**src/design/rth_mul.sv**
```systemverilog
// Signed multiplier, two register stages: four half-width partial products,
// then their weighted sum.
module rth_mul #(
    parameter int AW = 21,
    parameter int BW = 21
) (
    input  logic                     clk,
    input  logic                     en,
    input  logic signed [AW-1:0]     a,
    input  logic signed [BW-1:0]     b,
    output logic signed [AW+BW-1:0]  p
);

    localparam int KA = AW / 2;
    localparam int KB = BW / 2;
    localparam int HA = AW - KA;
    localparam int HB = BW - KB;
    localparam int PW = AW + BW;

    logic signed [HA-1:0] ah;
    logic signed [KA:0]   al;
    logic signed [HB-1:0] bh;
    logic signed [KB:0]   bl;

    logic signed [HA+HB-1:0] hh_reg;
    logic signed [HA+KB:0]   hl_reg;
    logic signed [KA+HB:0]   lh_reg;
    logic signed [KA+KB+1:0] ll_reg;

    logic signed [PW-1:0] e_hh;
    logic signed [PW-1:0] e_hl;
    logic signed [PW-1:0] e_lh;
    logic signed [PW-1:0] e_ll;
    logic signed [PW-1:0] p_next;
    logic signed [PW-1:0] p_reg;

    // split: high halves signed, low halves as non-negative values
    assign ah = a[AW-1:KA];
    assign al = {1'b0, a[KA-1:0]};
    assign bh = b[BW-1:KB];
    assign bl = {1'b0, b[KB-1:0]};

    // partial products
    always_ff @(posedge clk)
    begin
        if (en)
        begin
            hh_reg <= ah * bh;
            hl_reg <= ah * bl;
            lh_reg <= al * bh;
            ll_reg <= al * bl;
        end
    end

    // weighted sum
    assign e_hh = hh_reg;
    assign e_hl = hl_reg;
    assign e_lh = lh_reg;
    assign e_ll = ll_reg;
    assign p_next = (e_hh <<< (KA + KB)) + (e_hl <<< KA) + (e_lh <<< KB) + e_ll;

    always_ff @(posedge clk)
    begin
        if (en)
        begin
            p_reg <= p_next;
        end
    end

    assign p = p_reg;

endmodule

```
**config.mk**
```make
export PLATFORM = sky130hd
export DESIGN_NAME = rth_mul
export DESIGN_NICKNAME = d
export VERILOG_FILES = /design/src/design/rth_mul.sv
export SDC_FILE = /design/constraint.sdc
export NUM_CORES = 1
export LEC_CHECK = 0
export ABC_AREA = 1
export BUFFER_PORTS_ARGS = -buffer_cell sky130_fd_sc_hd__buf_2
export CAP_MARGIN = 30
export CORE_ASPECT_RATIO = 0.5
export CORE_UTILIZATION = 59
export DETAILED_ROUTE_END_ITERATION = 12
export PLACE_DENSITY_LB_ADDON = 0.15
export SLEW_MARGIN = 25
export SYNTH_ARGS = -nofsm -noshare
export SYNTH_HDL_FRONTEND = slang
export SYNTH_SLANG_ARGS = --single-unit
```
**constraint.sdc**
```tcl
create_clock -name clk -period 5.2 [get_ports clk]
set_input_delay 0.78 -clock clk [delete_from_list [all_inputs] [get_ports clk]]
set_output_delay 0.78 -clock clk [all_outputs]
set_load 0.1 [all_outputs]
```
Word-level counts from Yosys, hierarchy flattened
Index checks and enable logic that the tools add are counted.
- flip-flop bits (word level): 128
- bits of input ports: 44
- output and inout port bits: 42
- add/sub/neg operators: 3
- $mul: 4
- operator list (operator ; number):
    $add 42x32->42 ; 2
    $mul 11x11->22 ; 3
    $add 42x21->42 ; 1
    $mul 10x10->20 ; 1

Depth between registers and ports, before layout
Gate-level depths: netlist (run 1).
- word-level depth: 3
- mapped depth: 24
- depth with buffers taken out: 23

Worst setup path after synthesis (run 1)
OpenSTA, ideal clock, no wires.
- path kind: input to register
- start: input port a[20]
- end: register hh_reg[21] (data pin)
- setup time: 252 ps
- data arrival time: 5200 ps
- required time: 4948 ps
- setup slack: -252 ps
- cell stages on the path: 21
- cells stage by stage: clkbuf_1 nand2_1 inv_1 fa_1 inv_1 fa_1 fa_1 inv_1 fa_1 inv_1 fa_1 inv_1 ha_1 nand2_1 nor2_1 and2_1 nand4_1 nand3_1 inv_1 nand2_1 nand2_1
- longest elaborated chain between the ends: 1
- ends and longest elaborated chain (element ; RTL line ; RTL):
    start: declaration ; 9 ; input logic signed [AW-1:0] a,
    $mul 11x11->22 ; 48 ; hh_reg <= ah * bh;
    end signal: assignment ; 48 ;
    end: declaration ; 25 ; logic signed [HA+HB-1:0] hh_reg;
No other way between the ends.
A chain may end at the register's enable or synchronous reset.

Final worst setup path (run 1)
- start: input port b[20]
- end: register hh_reg[20] (data pin)
- longest elaborated chain between the ends: 1
- ends and longest elaborated chain (element ; RTL line ; RTL):
    start: declaration ; 10 ; input logic signed [BW-1:0] b,
    $mul 11x11->22 ; 48 ;
No other way between the ends.

==> qor.yml, run 1 <==
outcome:
  status: "complete, no violations"
drt:
  detail_route.drc_violations: 0
  detail_route.first_pass.iterations: 5
  total_routed_wirelength_um: 63100
  wl_per_cell_um: 16.0
  drt_iter0_markers: 1509
  routed_via_density: 5.14
  detail-route-antenna-nets: 0
  detailroute.via_count: 20300
floorplan:
  die_height_um: 147
  fp.coreArea_um2: 40800
  die-area_um2: 42600
  ios: 86
  effective_utilization_at_floorplan: 0.604
  dieWidth_um: 291
  placementRows: 52
synthesis:
  synth_area_leaders: "sky130_fd_sc_hd__fa_1 32%, sky130_fd_sc_hd__edfxtp_1 16%, sky130_fd_sc_hd__nand2_1 13%"
  yosysMostFrequentCell: "sky130_fd_sc_hd__nand2_1"
  ys_warn_count: 0
  synth_seq_area_share: 0.156
  synth_enable_flop_cells: 128
  ys_top_cells_by_count: "860 x sky130_fd_sc_hd__nand2_1, 851 x sky130_fd_sc_hd__inv_1, 388 x sky130_fd_sc_hd__fa_1, 254 x sky130_fd_sc_hd__ha_1, 128 x sky130_fd_sc_hd__edfxtp_1"
  synth-seq-cells: 128
  dominantRegCellSynth: "sky130_fd_sc_hd__edfxtp_1"
  synth.avg_cell_area_um2: 7.94
  synth.cell_area_um2: 24600
  synthesis.instances: 3104
  synth.net_count: 3790
  synth_top_area_cell: "sky130_fd_sc_hd__fa_1"
  synth.top_cell.area_share: 0.315
  ys_async_sr_fraction: 0
  yosys.cell_types.count: 35
worst_setup_path:
  crit_arrival_ns: 5.26
  timing.critical_path.from_type: "primary input"
  required_arrival_time_at_the_worst_endpoint_ns: 5.42
  kind_of_critical_path: "primary input to flop"
  worstSetupEndpointType: "flop"
  crit_fanout: 7
final_layout:
  finalNetCount: 4083
  share_of_cells_above_drive_strength_1: 0.139
  syn_to_final_growth_pct: 15.1
  flip_flop_count_of_the_largest_register_after_layout: 42
  finish.cell_count_without_fillers: 3947
  fillers: 3362
  antenna-diode-count: 0
  multiInputGateArea_um2: 17400
  sequential_cell_area_um2: 3840
sta:
  max-slew-margin-rel: 0.393
  timing.final.crit_share: 0.969
  setup_viol: 0
  fmaxAchievable_ghz: 0.198
  grt_setup_unrepaired: "true"
  hold_viol: 0
  skew_ns: 0.0174
  min_clock_period_post_route_ns: 5.04
  tightestPinTransition_ns: 0.911
  final-max-slew-violation-count: 0
clock_tree:
  numCtsBuffers: 17
  cts_sinks: 128
  clock_tree.root_cell: "sky130_fd_sc_hd__clkbuf_16"
  tritoncts: "yes"
  clkLatencyLatePin_ns: 0.46
  clk_path_buf_depth: 2
  h-tree-depth: 4
  clock_transition_at_path_regs_ns: 0.07
  ctsHoldBuffers: 0
grt:
  grt_start_max_net_pins: 51
  grt_antenna_before_repair: 3
  globalRoute.totalOverflow: 0
  grt_pass1_vias: 20500
  globalRouteTotalUtil: 0.314
  grt_first_pass_wirelength_um: 104000
run:
  cap_violations: 0
placed_design:
  placedCellCount: 3917
  gp_routability_congestion: 0.943
  port_buffers: 85
  dpl.hpwl_um: 54300
worst_hold_path:
  hold_path_class: "flop to flop"
## routing by layer
metal	track usage	part of all wire
met5	0	0
met4	0.0743	0.017
met3	0.0548	0.088
met2	0.498	0.44
met1	0.451	0.46
## cell families after synthesis
group                      Yosys count  share of synthesized area
xor gates and xnor gates            79                     0.0281
and+or+nand+nor                   1165                      0.196
AOI/OAI and AO/OA                  148                     0.0320
adders and majority gates          642                      0.444
buffers and inverters              942                      0.144
DFF                                128                      0.156
## metrics by stage
stage	setup TNS, ns	cell area, um^2	worst slack, ns	util	hold WS (ns)
2_1_floorplan	0	24700	0.00303	-	0.400
3_3_place_gp	-6.70	27700	-0.273	0.679	0.401
3_5_place_dp	-8.38	27700	-0.332	0.679	0.406
4_1_cts	0	28300	0.138	0.693	0.419
5_1_grt	-0.0791	28400	-0.0690	0.695	0.429
6_report	0	28400	0.161	0.695	0.418
## path summary, 6_finish.rpt
kind	start	end	slack, ns	cells after the start
setup / recovery	b[20]	hh_reg[20]$_DFFE_PP_	0.16	20
hold / removal	ll_reg[7]$_DFFE_PP_	p[7]$_DFFE_PP_	0.42	0
setup reg to reg	hl_reg[21]$_DFFE_PP_	p[40]$_DFFE_PP_	2.13	10
hold reg to reg	ll_reg[7]$_DFFE_PP_	p[7]$_DFFE_PP_	0.42	0
## final cells by class
cell class	instances	area share
multi-input cells	2034	0.613
flip-flops and latches	128	0.135
inverters	858	0.114
repair buffers	358	0.0941
well taps	540	0.0238
clock buffers	22	0.0157
clock inverters	7	0.00401
## critical path, cell delays in order
cell and delay (ns):
sky130_fd_sc_hd__buf_2 0.12, sky130_fd_sc_hd__clkinvlp_4 0.19, sky130_fd_sc_hd__buf_6 0.19, sky130_fd_sc_hd__or2_2 0.28
sky130_fd_sc_hd__fa_1 0.48, sky130_fd_sc_hd__inv_1 0.05, sky130_fd_sc_hd__fa_1 0.51, sky130_fd_sc_hd__inv_1 0.06
sky130_fd_sc_hd__fa_1 0.52, sky130_fd_sc_hd__fa_1 0.44, sky130_fd_sc_hd__fa_1 0.54, sky130_fd_sc_hd__inv_1 0.04
sky130_fd_sc_hd__ha_1 0.31, sky130_fd_sc_hd__buf_4 0.16, sky130_fd_sc_hd__a21oi_2 0.13, sky130_fd_sc_hd__o21ai_0 0.09
sky130_fd_sc_hd__a21oi_1 0.18, sky130_fd_sc_hd__nand2_1 0.08, sky130_fd_sc_hd__nand2_1 0.06, sky130_fd_sc_hd__nand2_1 0.04
## placed cells by master (no fill, tap or decap), types with 5 or more instances in the layout
master / n
sky130_fd_sc_hd__and2_1: 6
sky130_fd_sc_hd__nor2_1: 102
sky130_fd_sc_hd__buf_4: 260
sky130_fd_sc_hd__a21oi_1: 86
sky130_fd_sc_hd__nand3_1: 100
sky130_fd_sc_hd__nand2_1: 856
sky130_fd_sc_hd__o21bai_1: 10
sky130_fd_sc_hd__a21oi_2: 9
sky130_fd_sc_hd__buf_2: 79
sky130_fd_sc_hd__o21ai_0: 35
sky130_fd_sc_hd__nor2_2: 8
sky130_fd_sc_hd__xor2_1: 63
sky130_fd_sc_hd__nand3b_1: 10
sky130_fd_sc_hd__nand4_1: 23
sky130_fd_sc_hd__clkbuf_1: 5
sky130_fd_sc_hd__or2_2: 6
sky130_fd_sc_hd__clkbuf_16: 17
sky130_fd_sc_hd__inv_1: 847
sky130_fd_sc_hd__fa_1: 385
sky130_fd_sc_hd__edfxtp_1: 128
sky130_fd_sc_hd__nand2_2: 27
sky130_fd_sc_hd__buf_12: 14
sky130_fd_sc_hd__ha_1: 250
sky130_fd_sc_hd__xnor2_1: 14
sky130_fd_sc_hd__inv_2: 10
## what timing repair did
item	in CTS	in global routing
buffers inserted	0	1
endpoints found under the hold margin	0	0
setup endpoints to repair	0	16
resized for setup	0	29
Power of run 1 is not shown: default switching activity piles up to over one toggle a cycle in this logic, so the estimate is an artifact.
==> inputs of run 2 (changes only) <==
- CORE_ASPECT_RATIO: 0.5 -> 1.25
- CORE_MARGIN: not set -> 2
==> run 2 against run 1 <==
Effect of this change: via count down 1.4%; worst setup slack worse by 0.027 ns; maximum frequency down 0.54%; flip-flop and latch count unchanged; sequential share of layout area up 0.11 points; non-clock buffer count down 29; die area up 1.9%; critical path depth down 3; final cell count down 0.30%; critical endpoint is now hl_reg[11]$_DFFE_PP_.
==> qor.yml, run 2 (synthesized netlist as in run 1, its figures left out) <==
outcome:
  status: "complete, no violations"
run:
  cap_violations: 0
worst_setup_path:
  crit_arrival_ns: 5.26
  timing.critical_path.from_type: "primary input"
  crit_fanout: 11
  required_arrival_time_at_the_worst_endpoint_ns: 5.40
  reg2regPathDepth: 12
  kind_of_critical_path: "primary input to flop"
  worstSetupEndpointType: "flop"
final_layout:
  finalNetCount: 4054
  finalCoreUtilization: 0.684
  share_of_cells_above_drive_strength_1: 0.131
  layout_commonest_cell: "sky130_fd_sc_hd__nand2_1"
  syn_to_final_growth_pct: 14.2
  flip_flop_count_of_the_largest_register_after_layout: 42
  layout_common_cells: "855 x sky130_fd_sc_hd__nand2_1, 847 x sky130_fd_sc_hd__inv_1, 385 x sky130_fd_sc_hd__fa_1"
  fillers: 3570
placed_design:
  dpl.hpwl_um: 54600
  gp_routability_congestion: 0.933
  port_buffers: 85
clock_tree:
  numCtsBuffers: 17
  h-tree-depth: 4
  cts_sinks: 128
  clk_path_buf_depth: 2
  post_cts_buffers: 0
  clock_transition_at_path_regs_ns: 0.06
  clkLatencyLatePin_ns: 0.46
  ctsHoldBuffers: 0
  ctsResizeCount: 0
  clock_tree.root_cell: "sky130_fd_sc_hd__clkbuf_16"
  tritoncts: "yes"
drt:
  detailroute.via_count: 20000
  detail-route-antenna-nets: 0
  detail_route.first_pass.iterations: 5
  routed_via_density: 5.08
  wl_per_cell_um: 15.9
  total_routed_wirelength_um: 62600
  detail_route.drc_violations: 0
  drt_iter0_markers: 1157
grt:
  grt_pass1_vias: 21400
  globalRoute.totalOverflow: 0
  grt_first_pass_wirelength_um: 104000
  globalRouteTotalUtil: 0.306
  grt_antenna_before_repair: 3
  grt_start_max_net_pins: 56
floorplan:
  ios: 86
  fp.coreArea_um2: 41100
  die_height_um: 232
  dieWidth_um: 187
  placementRows: 83
  effective_utilization_at_floorplan: 0.599
  die-area_um2: 43400
sta:
  setup_viol: 0
  max-slew-margin-rel: 0.440
  final-max-slew-violation-count: 0
  skew_ns: 0.0194
  tightestPinTransition_ns: 0.840
  timing.final.crit_share: 0.974
  fmaxAchievable_ghz: 0.197
  hold_viol: 0
  min_clock_period_post_route_ns: 5.07
  grt_setup_unrepaired: "false"
worst_hold_path:
  whs_path_depth: 0
  hold_path_class: "flop to flop"
[run 2: layout make-up]
type | instances | area, um^2 | area share
clock buffers | 17 | 425 | 0.0151
flip-flops and latches | 128 | 3840 | 0.137
well taps | 552 | 691 | 0.0246
inverters | 858 | 3220 | 0.114
multi-input cells | 2034 | 17400 | 0.617
clock inverters | 15 | 138 | 0.00489
diodes | 2 | 5.00 | 0.000178
repair buffers | 329 | 2450 | 0.0873
[run 2: per-stage QoR]
step                cells  cell area (um^2)  hold WS (ns)  setup TNS, ns  setup slack [ns]
finish               3935             28100         0.419              0             0.134
global route         3935             28100         0.422              0           0.00519
CTS                  3933             28100         0.421              0            0.0934
detailed placement   3901             27500         0.405          -7.79            -0.387
global placement     3901             27500         0.401          -5.19            -0.300
floorplan            3104             24700         0.400              0           0.00303
[run 2: path summary, 6_finish.rpt]
check	from	endpoint	slack (ns)
worst max-delay path	a[15]	hl_reg[11]$_DFFE_PP_	0.13
worst min-delay path	ll_reg[8]$_DFFE_PP_	p[8]$_DFFE_PP_	0.42
worst max register to register	hl_reg[1]$_DFFE_PP_	p[27]$_DFFE_PP_	2.11
worst min register to register	ll_reg[8]$_DFFE_PP_	p[8]$_DFFE_PP_	0.42
[run 2: metal layers]
layer  global-route usage  routed length, um  vias to the layer above
li1                     -                  -                     9679
met2                0.564              32000                      532
met5                    0                  0                        -
met4                0.126               2400                        0
met3               0.0332               2760                      129
met1                0.365              25500                     9666
[run 2: worst max-delay path, stage by stage]
cell and delay, ns:
sky130_fd_sc_hd__buf_2 0.31, sky130_fd_sc_hd__buf_4 0.21, sky130_fd_sc_hd__nand2_1 0.07, sky130_fd_sc_hd__fa_1 0.50, sky130_fd_sc_hd__fa_1 0.40, sky130_fd_sc_hd__inv_1 0.08
sky130_fd_sc_hd__fa_1 0.45, sky130_fd_sc_hd__fa_1 0.59, sky130_fd_sc_hd__fa_1 0.43, sky130_fd_sc_hd__ha_1 0.36, sky130_fd_sc_hd__a21oi_1 0.29, sky130_fd_sc_hd__nand3_2 0.14
sky130_fd_sc_hd__nand2_1 0.10, sky130_fd_sc_hd__nand2_2 0.11, sky130_fd_sc_hd__buf_12 0.15, sky130_fd_sc_hd__xor2_1 0.13, sky130_fd_sc_hd__buf_4 0.15
Power of run 2 is left out for the same reason.
==> inputs of run 3 (changes only) <==
- CELL_PAD_IN_SITES_DETAIL_PLACEMENT: not set -> 1
- CELL_PAD_IN_SITES_GLOBAL_PLACEMENT: not set -> 2
- CORE_UTILIZATION: 59 -> 36
==> run 3 against run 2 <==
Effect of this change: clock-buffer cell count unchanged; via count is 0.94% higher; sequential share of layout area decreased by 0.34 points.
==> qor.yml, run 3 (synthesized netlist as in run 1, its figures left out) <==
sta:
  hold_viol: 0
  timing.final.crit_share: 0.959
  skew_ns: 0.0236
  final_critical_path_setup_slack_ns: 0.213
  max-slew-margin-rel: 0.374
  final-max-slew-violation-count: 0
  worst_hold_slack_ns: 0.419
  fmaxAchievable_ghz: 0.201
  tightestPinTransition_ns: 0.939
  setup_viol: 0
  min_clock_period_post_route_ns: 4.99
  grt_setup_unrepaired: "true"
worst_hold_path:
  hold_path_class: "flop to flop"
  hp-start: "ll_reg[5]$_DFFE_PP_"
worst_setup_path:
  startpoint_of_the_most_critical_register_to_register_path: "hl_reg[21]$_DFFE_PP_"
  required_arrival_time_at_the_worst_endpoint_ns: 5.52
  worstSetupEndpointType: "flop"
  crit_start: "a[16]"
  regToRegSetupSlack_ns: 2.01
  kind_of_critical_path: "primary input to flop"
  critical_path.cell_chain: "buf_2 > buf_4 > nand2_1 > fa_1 > inv_1 > fa_1 > inv_1 > fa_1 > inv_1 > fa_1 > inv_1 > fa_1 > inv_1 > ha_1 > nand2_1 > nor2_1 > buf_4 > nand3_1 > nand3b_1 > xor2_1 > buf_4"
  critical-path-max-stage-delay_ns: 0.54
  crit_fanout: 8
  timing.critical_path.from_type: "primary input"
  crit_arrival_ns: 5.31
  critical-path-slowest-cell: "sky130_fd_sc_hd__fa_1"
outcome:
  status: "complete, no violations"
final_layout:
  finalNetCount: 4085
  finish.cell_count_without_fillers: 4285
  multiInputGateArea_um2: 17400
  sequential_cell_area_um2: 3840
  layout_commonest_cell: "sky130_fd_sc_hd__nand2_1"
  layout_common_cells: "853 x sky130_fd_sc_hd__nand2_1, 848 x sky130_fd_sc_hd__inv_1, 385 x sky130_fd_sc_hd__fa_1"
  fillers: 8366
  flip_flop_count_of_the_largest_register_after_layout: 42
  syn_to_final_growth_pct: 17.1
  share_of_cells_above_drive_strength_1: 0.142
clock_tree:
  clkLatencyLatePin_ns: 0.46
  ctsHoldBuffers: 0
  h-tree-depth: 4
  clk_path_buf_depth: 2
  numCtsBuffers: 17
  clock_tree.root_cell: "sky130_fd_sc_hd__clkbuf_16"
  clock_transition_at_path_regs_ns: 0.07
  cts_sinks: 128
  tritoncts: "yes"
drt:
  detail_route.drc_violations: 0
  detail-route-antenna-nets: 0
  routed_via_density: 4.71
  total_routed_wirelength_um: 73800
  detail_route.first_pass.iterations: 4
  detailroute.via_count: 20200
  drt_iter0_markers: 687
  wl_per_cell_um: 17.2
grt:
  grt_start_max_net_pins: 60
  globalRoute.totalOverflow: 0
  grt_antenna_before_repair: 8
  grt_first_pass_wirelength_um: 121000
  grt_pass1_vias: 23100
  globalRouteTotalUtil: 0.221
floorplan:
  die_height_um: 296
  effective_utilization_at_floorplan: 0.362
  fp.coreArea_um2: 68000
  ios: 86
  dieWidth_um: 238
  placementRows: 107
  die-area_um2: 70600
placed_design:
  placedCellCount: 4252
  port_buffers: 85
  dp_slack_ns: -0.455
  dpl.hpwl_um: 66000
  gp_routability_congestion: 0.861
run:
  cap_violations: 0
-- run 3: timing repair --
action,4_1_cts,5_1_grt
setup buffers,0,0
gates resized for setup,0,35
setup endpoints to repair,0,24
endpoints found under the hold margin,0,0
-- run 3: per-layer routing --
layer  up-vias  wire, um  GRT usage
met5         -        29          0
met4         6      2170     0.0703
met3       106      1780     0.0235
met2       238     38100      0.417
met1     10100     31700      0.263
li1       9719         -          -
-- run 3: cell type report --
class / instances / share of cell area
Inverter: 858 / 0.112
Tap cell: 872 / 0.0378
Clock buffer: 17 / 0.0147
Multi-Input combinational cell: 2034 / 0.604
Sequential cell: 128 / 0.133
Clock inverter: 15 / 0.00555
Timing Repair Buffer: 360 / 0.0928
Antenna cell: 1 / 0.0000867
-- run 3: worst max-delay path, delay by kind of cell --
kind / cells / cell delay (ns)
XOR/XNOR: 1 / 0.25
adder cells (fa/ha/maj): 6 / 2.82
buffers and inverters: 9 / 0.90
AND/OR/NAND/NOR: 5 / 0.54
-- run 3: through the flow --
step	instance area (um^2)	setup TNS [ns]	util
floorplan	24700	0	-
global placement	28100	-9.92	0.414
detailed placement	28100	-12.37	0.414
CTS	28700	0	0.422
global route	28800	-0.00803	0.424
finish	28800	0	0.424
-- run 3: path summary, 6_finish.rpt --
check,cells past startpoint,endpoint
worst min-delay path,0,p[5]$_DFFE_PP_
worst max-delay path,21,hl_reg[14]$_DFFE_PP_
worst max register to register,10,p[40]$_DFFE_PP_
worst min register to register,0,p[5]$_DFFE_PP_
Power of run 3 is left out for the same reason.
